### config.mk
export PLATFORM = sky130hd
export DESIGN_NAME = step_dir_pulse_generator
export DESIGN_NICKNAME = d
export VERILOG_FILES = /design/src/rtl/sdpg_pkg.sv /design/src/rtl/step_dir_pulse_generator.sv /design/src/rtl/sdpg_core.sv
export SDC_FILE = /design/constraint.sdc
export NUM_CORES = 1
export LEC_CHECK = 0
export ABC_AREA = 1
export BUFFER_PORTS_ARGS = -buffer_cell sky130_fd_sc_hd__buf_4
export CAP_MARGIN = 20
export CORE_ASPECT_RATIO = 1.25
export CORE_UTILIZATION = 50
export CTS_CLUSTER_SIZE = 24
export DETAILED_ROUTE_END_ITERATION = 10
export GPL_ROUTABILITY_DRIVEN = 0
export PLACE_DENSITY = 0.73
export SLEW_MARGIN = 20
export SYNTH_ARGS = -nofsm -noshare
export SYNTH_HDL_FRONTEND = slang
export SYNTH_SLANG_ARGS = --single-unit
### constraint.sdc
create_clock -name clk -period 5.5 [get_ports clk]
set_input_delay 0.55 -clock clk [delete_from_list [all_inputs] [get_ports clk]]
set_output_delay 0.55 -clock clk [all_outputs]
set_load 0.02 [all_outputs]
### src/rtl/sdpg_pkg.sv
// ----------------------------------------------------------------------------
// sdpg_pkg
// Shared commands, register map and result record of the pulse generator.
// ----------------------------------------------------------------------------
package sdpg_pkg;

  localparam logic [2:0] CMD_TICK    = 3'd0;
  localparam logic [2:0] CMD_MOVE    = 3'd1;
  localparam logic [2:0] CMD_RUN     = 3'd2;
  localparam logic [2:0] CMD_STOP    = 3'd3;
  localparam logic [2:0] CMD_SET_POS = 3'd4;

  localparam int         PADDR_BITS        = 3;
  localparam logic       REG_CLK_PER_US    = 1'b0;
  localparam logic [9:0] CLK_PER_US_RESET  = 10'd170;

  typedef struct packed {
    logic        accepted;
    logic        step_level;
    logic        direction_level;
    logic        busy_res;
    logic [31:0] position;
    logic [31:0] steps_left;
    logic        move_done;
  } sdpg_result_t;

endpackage

### src/rtl/step_dir_pulse_generator.sv
// ----------------------------------------------------------------------------
// step_dir_pulse_generator
// Single-channel stepper step/direction generator with APB prescaler register.
// ----------------------------------------------------------------------------
//  channel  | handshake            | payload
//  ---------+----------------------+--------------------------------------------
//  in       | in_valid / in_ready  | command, step_amount, period_ticks,
//           |                      | new_position
//  out      | out_valid / out_ready| accepted, step_level, direction_level,
//           |                      | busy_res, position, steps_left, move_done
//  cfg      | APB psel/penable     | clocks_per_microsecond at offset 0
//
// One request per cycle while in_ready is high; its result is registered.
// The motion state updates in the same cycle a request is taken.
// A two-entry output buffer keeps input open into an output stall while the skid
// entry is free; in_ready drops only while both entries are full.
// Synchronous reset clears motion state and the buffer, and loads the
// prescaler register with its default of 170.
// ----------------------------------------------------------------------------
module step_dir_pulse_generator #(
  parameter int PERIOD_BITS   = 16,
  parameter int POSITION_BITS = 32
) (
  input  logic                                clk,
  input  logic                                rst,
  // request channel
  input  logic                                in_valid,
  output logic                                in_ready,
  input  logic [2:0]                          command,
  input  logic signed [31:0]                  step_amount,
  input  logic [15:0]                         period_ticks,
  input  logic signed [31:0]                  new_position,
  // result channel
  output logic                                out_valid,
  input  logic                                out_ready,
  output logic                                accepted,
  output logic                                step_level,
  output logic                                direction_level,
  output logic                                busy_res,
  output logic signed [31:0]                  position,
  output logic [31:0]                         steps_left,
  output logic                                move_done,
  // configuration
  input  logic                                psel,
  input  logic                                penable,
  input  logic                                pwrite,
  input  logic [sdpg_pkg::PADDR_BITS-1:0]     paddr,
  input  logic [31:0]                         pwdata,
  output logic [31:0]                         prdata,
  output logic                                pready
);

  logic                   clocks_per_us;
  logic [9:0]             clk_per_us;
  logic                   item_take;
  sdpg_pkg::sdpg_result_t core_res;
  sdpg_pkg::sdpg_result_t out_data;
  sdpg_pkg::sdpg_result_t skid_data;
  logic                   out_full;
  logic                   skid_full;

  assign pready = 1'b1;
  assign clocks_per_us = (paddr[2] == sdpg_pkg::REG_CLK_PER_US);

  always_ff @(posedge clk) begin
    if (rst) begin
      clk_per_us <= sdpg_pkg::CLK_PER_US_RESET;
    end else if (psel && penable && pwrite && pready && clocks_per_us) begin
      clk_per_us <= pwdata[9:0];
    end
  end

  assign prdata = clocks_per_us ? {22'd0, clk_per_us} : 32'd0;

  assign in_ready  = !skid_full;
  assign item_take = in_valid && in_ready;

  sdpg_core #(
    .PERIOD_BITS  (PERIOD_BITS),
    .POSITION_BITS(POSITION_BITS)
  ) u_core (
    .clk          (clk),
    .rst          (rst),
    .item_take    (item_take),
    .command      (command),
    .step_amount  (step_amount),
    .period_ticks (period_ticks),
    .new_position (new_position),
    .clocks_per_us(clk_per_us),
    .result       (core_res)
  );

  always_ff @(posedge clk) begin
    if (rst) begin
      out_full  <= 1'b0;
      skid_full <= 1'b0;
    end else if (!out_full || out_ready) begin
      // skid entry is older, drain it first
      if (skid_full) begin
        out_full  <= 1'b1;
        skid_full <= 1'b0;
      end else begin
        out_full  <= item_take;
      end
    end else if (item_take) begin
      skid_full <= 1'b1;
    end
  end

  always_ff @(posedge clk) begin
    if (!out_full || out_ready) begin
      out_data <= skid_full ? skid_data : core_res;
    end else if (item_take) begin
      skid_data <= core_res;
    end
  end

  assign out_valid       = out_full;
  assign accepted        = out_data.accepted;
  assign step_level      = out_data.step_level;
  assign direction_level = out_data.direction_level;
  assign busy_res        = out_data.busy_res;
  assign position        = out_data.position;
  assign steps_left      = out_data.steps_left;
  assign move_done       = out_data.move_done;

endmodule

### src/rtl/sdpg_core.sv
// ----------------------------------------------------------------------------
// sdpg_core
// Motion state and combinational next-state logic for one request.
// ----------------------------------------------------------------------------
module sdpg_core #(
  parameter int PERIOD_BITS   = 16,
  parameter int POSITION_BITS = 32
) (
  input  logic                  clk,
  input  logic                  rst,
  input  logic                  item_take,
  input  logic [2:0]            command,
  input  logic signed [31:0]    step_amount,
  input  logic [15:0]           period_ticks,
  input  logic signed [31:0]    new_position,
  input  logic [9:0]            clocks_per_us,
  output sdpg_pkg::sdpg_result_t result
);

  localparam logic [31:0] PERIOD_MAX = 32'((64'(1) << PERIOD_BITS) - 64'(1));

  logic [9:0]               prescale_count,  prescale_count_next;
  logic [PERIOD_BITS-1:0]   period_count,    period_count_next;
  logic [PERIOD_BITS-1:0]   period_length,   period_length_next;
  logic [31:0]              remaining_steps, remaining_steps_next;
  logic [POSITION_BITS-1:0] step_position,   step_position_next;
  logic                     moving_forward,  moving_forward_next;
  logic                     is_running,      is_running_next;
  logic                     counted_move,    counted_move_next;

  logic                     accepted;
  logic                     done;
  logic [9:0]               div;
  logic [9:0]               pre_inc;
  logic [PERIOD_BITS-1:0]   per_inc;
  logic [31:0]              amount_u;
  logic                     amount_neg;
  logic [31:0]              amount_mag;
  logic [31:0]              rem_dec;
  logic [31:0]              period_clip;
  logic [PERIOD_BITS-1:0]   period_sat;
  logic [PERIOD_BITS-1:0]   high_len;
  logic signed [63:0]       newpos_ext;
  logic signed [63:0]       pos_ext;

  assign div        = (clocks_per_us == 10'd0) ? 10'd1 : clocks_per_us;
  assign pre_inc    = prescale_count + 10'd1;
  assign per_inc    = period_count + PERIOD_BITS'(1);
  assign amount_u   = step_amount;
  assign amount_neg = amount_u[31];
  assign amount_mag = amount_neg ? (32'd0 - amount_u) : amount_u;
  assign rem_dec    = (remaining_steps != 32'd0) ? (remaining_steps - 32'd1) : 32'd0;
  assign period_clip = (32'(period_ticks) > PERIOD_MAX) ? PERIOD_MAX : 32'(period_ticks);
  assign period_sat = PERIOD_BITS'(period_clip);
  assign newpos_ext = 64'(new_position);

  always_comb begin
    prescale_count_next  = prescale_count;
    period_count_next    = period_count;
    period_length_next   = period_length;
    remaining_steps_next = remaining_steps;
    step_position_next   = step_position;
    moving_forward_next  = moving_forward;
    is_running_next      = is_running;
    counted_move_next    = counted_move;
    accepted             = 1'b0;
    done                 = 1'b0;

    case (command)
      sdpg_pkg::CMD_TICK: begin
        accepted = 1'b1;
        if (is_running) begin
          if (pre_inc < div) begin
            prescale_count_next = pre_inc;
          end else begin
            prescale_count_next = 10'd0;
            if (per_inc < period_length) begin
              period_count_next = per_inc;
            end else begin
              // period ends: one pulse completed
              period_count_next = '0;
              if (counted_move) begin
                step_position_next = moving_forward ?
                  step_position + POSITION_BITS'(1) : step_position - POSITION_BITS'(1);
                remaining_steps_next = rem_dec;
                if (rem_dec == 32'd0) begin
                  is_running_next      = 1'b0;
                  counted_move_next    = 1'b0;
                  remaining_steps_next = 32'd0;
                  done                 = 1'b1;
                end
              end
            end
          end
        end
      end
      sdpg_pkg::CMD_MOVE: begin
        if (!is_running && period_ticks != 16'd0) begin
          accepted = 1'b1;
          // zero steps: accepted but nothing starts
          if (amount_mag != 32'd0) begin
            period_length_next   = period_sat;
            period_count_next    = '0;
            prescale_count_next  = 10'd0;
            is_running_next      = 1'b1;
            moving_forward_next  = !amount_neg;
            remaining_steps_next = amount_mag;
            counted_move_next    = 1'b1;
          end
        end
      end
      sdpg_pkg::CMD_RUN: begin
        if (!is_running && period_ticks != 16'd0) begin
          accepted             = 1'b1;
          period_length_next   = period_sat;
          period_count_next    = '0;
          prescale_count_next  = 10'd0;
          is_running_next      = 1'b1;
          counted_move_next    = 1'b0;
          remaining_steps_next = 32'd0;
        end
      end
      sdpg_pkg::CMD_STOP: begin
        accepted             = 1'b1;
        is_running_next      = 1'b0;
        counted_move_next    = 1'b0;
        remaining_steps_next = 32'd0;
        period_count_next    = '0;
        prescale_count_next  = 10'd0;
      end
      sdpg_pkg::CMD_SET_POS: begin
        if (!is_running) begin
          accepted           = 1'b1;
          step_position_next = POSITION_BITS'(newpos_ext);
        end
      end
      default: begin
      end
    endcase
  end

  always_ff @(posedge clk) begin
    if (rst) begin
      prescale_count  <= 10'd0;
      period_count    <= '0;
      period_length   <= '0;
      remaining_steps <= 32'd0;
      step_position   <= '0;
      moving_forward  <= 1'b0;
      is_running      <= 1'b0;
      counted_move    <= 1'b0;
    end else if (item_take) begin
      prescale_count  <= prescale_count_next;
      period_count    <= period_count_next;
      period_length   <= period_length_next;
      remaining_steps <= remaining_steps_next;
      step_position   <= step_position_next;
      moving_forward  <= moving_forward_next;
      is_running      <= is_running_next;
      counted_move    <= counted_move_next;
    end
  end

  // high phase is half the period, at least one tick
  assign high_len = ((period_length_next >> 1) == '0) ?
                    PERIOD_BITS'(1) : (period_length_next >> 1);
  assign pos_ext  = 64'(signed'(step_position_next));

  assign result.accepted        = accepted;
  assign result.step_level      = is_running_next && (period_count_next < high_len);
  assign result.direction_level = moving_forward_next;
  assign result.busy_res        = is_running_next;
  assign result.position        = pos_ext[31:0];
  assign result.steps_left      = remaining_steps_next;
  assign result.move_done       = done;

endmodule

Word level (Yosys, flattened, before mapping). Index checks and enable logic that the tools add are counted.

Register bits: 259. Memories kept: 0. Bits in writable memories: 0. ROM bits: 0. Output and inout bits: 104. Bits in latches: 0. Input port bits: 125.

Bitwise gates (word level): 2. Multipliers: 0. Add/sub/neg operators: 6. Shift operators: 0. Divide/modulo/power cells: 0. Mux-type cells: 69. Equality and inequality tests: 10. Reductions and logical operators: 27. Order comparisons: 3.

Operator list (count): two-way mux 32 bit (16); two-way mux 16 bit (9); one-hot mux 32 bit (4 select lines) (1); two-way mux 10 bit (7); two-way mux 69 bit (1); one-hot mux 16 bit (4 select lines) (1); one-hot mux 32 bit (2 select lines) (1); nonzero test 32 bit (2); subtractor 32 x 1 -> 32 bit (second input constant) (2); one-hot mux 10 bit (4 select lines) (1); adder 32 x 1 -> 32 bit (second input constant) (1); logical NOT 32 bit (1); less-than comparator 16 bit (2); one-hot mux 16 bit (2 select lines) (1); subtractor 1 x 32 -> 32 bit (first input constant) (1); two-way mux 1 bit (27); adder 16 x 1 -> 16 bit (second input constant) (1); logical NOT 16 bit (1); nonzero test 16 bit (1); two-way mux 15 bit (1); adder 10 x 1 -> 10 bit (second input constant) (1); logical NOT 10 bit (1); less-than comparator 10 bit (1); inequality test 2 x 1 -> 1 bit (second input constant) (4); other kinds (18) (32).

Depth between registers and ports, before layout.
Depth after elaboration: 11. Depth in mapped cells: 33. Depth with buffers taken out: 32.

By module. Synthesis repeated with hierarchy kept, for this count alone.

Cell total of the unflattened synthesis: 2749. Area, all modules: 18748.0 sq um.

Modules (own cells, without submodules): sdpg_core (sequential area each 2182.1 sq um, instances 1, cells each 2272, area each 12907.4 sq um); step_dir_pulse_generator (sequential area each 4384.2 sq um, instances 1, cells each 477, area each 5840.6 sq um).

Least setup slack after synthesis. OpenSTA, ideal clock, no wires.

Path type: input port to flip-flop. From: input out_ready. To: register skid_data[0] in the netlist's numbering (enable). Arrival: 4703 ps. Stages on the path: 3. Library setup time: 497 ps. Data required time: 5003 ps. Path buffers: 0. Path slack: 300 ps. Cells stage by stage: nor2_1 -> inv_1 -> nor2_1.

Cells in the longest elaborated chain, start to end: 3.

Ends and longest elaborated chain: start: declaration (line step_dir_pulse_generator.sv:35) `input logic out_ready,`; logical OR 1 bit (line step_dir_pulse_generator.sv:111) `if (!out_full || out_ready) begin`; inverter 1 bit (no line); AND reduction 2 bit (no line); end signal: assignment (line step_dir_pulse_generator.sv:114) `skid_data <= core_res;`; end: declaration (line step_dir_pulse_generator.sv:58) `sdpg_pkg::sdpg_result_t skid_data;`.

No other way between the ends. A chain may end at the register's enable or synchronous reset.

Final worst setup path.
From: register u_core.period_count[0]. To: register out_data (netlist bit step_level), data pin.

Cells in the longest elaborated chain, start to end: 9.

Ends and longest elaborated chain: start: declaration (line sdpg_core.sv:23) `logic [PERIOD_BITS-1:0] period_count, period_count_next;`; start signal: assignment (line sdpg_core.sv:154) `period_count <= period_count_next;`; adder 16 x 1 -> 16 bit * (line sdpg_core.sv:48) `assign per_inc = period_count + PERIOD_BITS'(1);`; less-than comparator 16 bit (line sdpg_core.sv:77) `if (per_inc < period_length) begin`; two-way mux 16 bit * (line sdpg_core.sv:77); two-way mux 16 bit * (line sdpg_core.sv:73) `if (pre_inc < div) begin`; two-way mux 16 bit * (line sdpg_core.sv:72) `if (is_running) begin`; one-hot mux 16 bit (4 select lines) * (line sdpg_core.sv:69) `case (command)`; via u_core.period_count_next[14] (line sdpg_core.sv:23); less-than comparator 16 bit * (line sdpg_core.sv:170) `assign result.step_level = is_running_next && (period_count_next < high_len);`; logical AND 1 bit * (line sdpg_core.sv:170); two-way mux 69 bit * (line step_dir_pulse_generator.sv:112) `out_data <= skid_full ? skid_data : core_res;`; end signal: assignment (line step_dir_pulse_generator.sv:112); end: declaration (line step_dir_pulse_generator.sv:57) `sdpg_pkg::sdpg_result_t out_data;`.

The timed path passes the listed nets; every way through them passes the cells marked *.

==> results.toml <==
[floorplanning]
die_h_um = 215
core_um2 = 35600
initial_core_util_pct = 51.0
die_w_um = 173
dieArea_um2 = 37200
num_rows = 77
io_pins = 229

[final_layout]
diodes = 0
drive_gt1_share_pct = 10.6
nFillCells = 3346
nets = 2933
stdcell_count = 3230
area_delta_synth_final_pct = 14.4

[synthesis]
yosys-top-cells-count = "nand2_1, inv_1, a21oi_1"
seq_area_frac_synth_pct = 36.1
ys_types = 50
synth-edff-count = 138
yosys_warnings = 0
ys_async_sr_fraction_pct = 0
synth_area_leaders = "edfxtp_1, dfxtp_1, nand2_1"
synth_seq_cells = 259
synth_area_um2 = 18200
netlist.area_leader.share_pct = 22.8
yosysMostFrequentCell = "nand2_1"
synth.avg_cell_area_um2 = 6.95
yosysTopAreaCell = "edfxtp_1"
syn-instance-count = 2617
synth_ff_type = "edfxtp_1"

[detailed_routing]
ant_nets = 0
first_iter_violations = 1544
drt_wl_total_mm = 52.6
vias_per_cell = 5.67
dr.pass1.iters = 6
wire_per_inst_um = 16.3
via_count = 18300
drcViolationCount = 0

[power_and_ir_drop]
sw_frac_of_total_pct = 32.6
p_seq_share_pct = 39.8
cellInternalPower_w = 0.00387
pwr-share-clk_pct = 34.5
power_density_nw_per_um2 = 276
p_switching_w = 0.00187
cellLeakagePower_nw = 9.77
ir_drop_uv = 209
combPwrFrac_pct = 25.7

[global_routing]
overflow = 0
antenna_found_initial = 0
grt_max_degree = 119
grt_pass1_wl_mm = 85.8
track_usage_pct = 27.9
grt_busiest_layer = "met2"
met2_usage_pct = 50.5
grt_pass1_vias = 17600
globalRouteMet3Util_pct = 2.62
grt_use_met1_pct = 33.2

[worst_hold_path]
min_path_cells = 3
hp-class = "in -> reg"
holdPathEnd = "clk_per_us[7]"
min_from = "pwdata[7]"

[timing]
maxSlewViolCount = 0
setup-tns-final_ps = 0
finalCritPeriodShare_pct = 94.9
fin_worst_skew_ps = 29.7
slew_headroom_pct = 32.0
hold_viol_final = 0
worst_hold_slack_ps = 219
fin_crit_ps = 5220
worst_pin_slew_ps = 1020
setup_viol = 0
fmax_mhz = 192

[clocking]
root_buffer = "clkbuf_16"
clock_latency_ps = 570
clock-sinks = 259
clock_path_buffers = 3
clkTransAtPathRegs_ps = 70
numCtsBuffers = 29
cts_tree = "yes"
htree_levels = 1
cts.hold.buffers_added = 0

[critical_path]
cp.arrival_ps = 5540
regToRegEndpoint = "step_level"
crit_fanout = 13
crit_type = "reg -> reg"
regToRegSetupSlack_ps = 280
r2r_cells = 26
worst_setup_path_end_kind = "register"
cp.required_ps = 5820
r2r_start = "u_core.period_count[0]"
setup.worst_path.start_class = "register"

[placement]
dp_hpwl_mm = 36.9
placed_cells = 3175
port_buffers = 181

[flow_run]
cap_violations = 0

[run_status]
status = "finished, final reports clean"
power groups by stage:
| stage | clock, W | combinational, W | sequential [W] |
|---|---|---|---|
| 5_1_grt | 0.00208 | 0.00164 | 0.00230 |
| 6_report | 0.00198 | 0.00148 | 0.00229 |
| 3_3_place_gp | 0 | 0.00141 | 0.00232 |
| 2_1_floorplan | 0 | 0.000934 | 0.00239 |
| 4_1_cts | 0.00201 | 0.00145 | 0.00229 |
| 3_5_place_dp | 0 | 0.00145 | 0.00233 |
what timing repair did:
action | CTS | global route
gates resized for setup | 0 | 2
buffers inserted | 0 | 1
endpoints found under the setup margin | 0 | 2
worst max-delay path, stage by stage, from the launching register on:
cell and delay (ps):
dfxtp_1 430, ha_1 230, nand3_1 150, nor3_1 300
nand3_1 170, nor3_1 300, nand3_1 200, nor3_1 260
xor2_1 140, ha_1 290, nand2_1 60, nor2_1 180
o211ai_1 160, nand2_1 110, nand2_1 70, nand2_1 190
clkinvlp_4 160, buf_12 170, a32oi_1 130, o21ai_0 140
ha_1 310, o2111ai_1 160, or2_2 310, nand3_1 100
a21oi_1 60, nand3_1 90, nand2_1 90
how the worst max path moves through the flow:
stage	startpoint	endpoint	slack, ps	cells past startpoint
6_report	u_core.period_count[0]	step_level	280	26
5_1_grt	u_core.period_count[0]	step_level	-10	26
4_1_cts	u_core.period_count[0]	step_level	390	25
3_5_place_dp	u_core.period_count[0]	step_level	420	25
3_3_place_gp	u_core.period_count[0]	step_level	640	26
2_1_floorplan	out_ready	skid_data[0]	300	3
cells in the final DEF (no fill, tap or decap), types with 62 or more instances in the layout:
cell type	instances
a21oi_1	298
inv_1	337
o211ai_1	62
nand3_1	96
nor2_1	227
dfxtp_1	120
o21ai_0	220
ha_1	73
nand2_1	588
edfxtp_1	138
buf_4	207
registers in the layout, indices dropped and copies added, names as in the netlist:
signal	count
u_core.period_count	16
skid_data	69
position	32
out_valid	1
u_core.period_length	16
u_core.counted_move	1
clk_per_us	10
direction_level	1
u_core.moving_forward	1
u_core.step_position	32
u_core.remaining_steps	32
skid_full	1
step_level	1
accepted	1
u_core.is_running	1
steps_left	32
u_core.prescale_count	10
move_done	1
busy_res	1
layout make-up:
type | instances | area (um^2) | area share [%]
clock buffer | 33 | 741 | 3.56
multi-input combinational | 1889 | 9760 | 46.9
clock inverter | 20 | 228 | 1.09
timing repair buffer | 210 | 1620 | 7.79
tap | 474 | 593 | 2.85
sequential | 259 | 6570 | 31.5
inverter | 345 | 1300 | 6.26
cells by family after synthesis:
kind of cell | share of synthesized area, %
buffers and inverters | 10.8
muxes | 0.0619
xor gates and xnor gates | 2.79
AOI/OAI and AO/OA | 22.1
DFF | 36.1
other | 0.0413
adders and majority gates | 5.13
and+or+nand+nor | 23.0
stage by stage:
stage	power (W)	setup slack (ps)	utilization (%)	instance area (um^2)
after floorplan	0.00332	300	-	18300
final	0.00575	279	58.4	20800
after detailed placement	0.00377	424	55.5	19800
after CTS	0.00575	393	58.2	20800
after global placement	0.00374	642	55.5	19800
after global routing	0.00602	-9.70	58.4	20800
per-layer routing:
metal  wire, um  vias up  share of wire (%)
li1           -     9003                  -
met1      21200     8442                 40
met2      26100      741                 50
met3       3480      128                6.6
met4       1870        0                3.6
met5          0        -                  0
(Power assumes the default switching activity.)
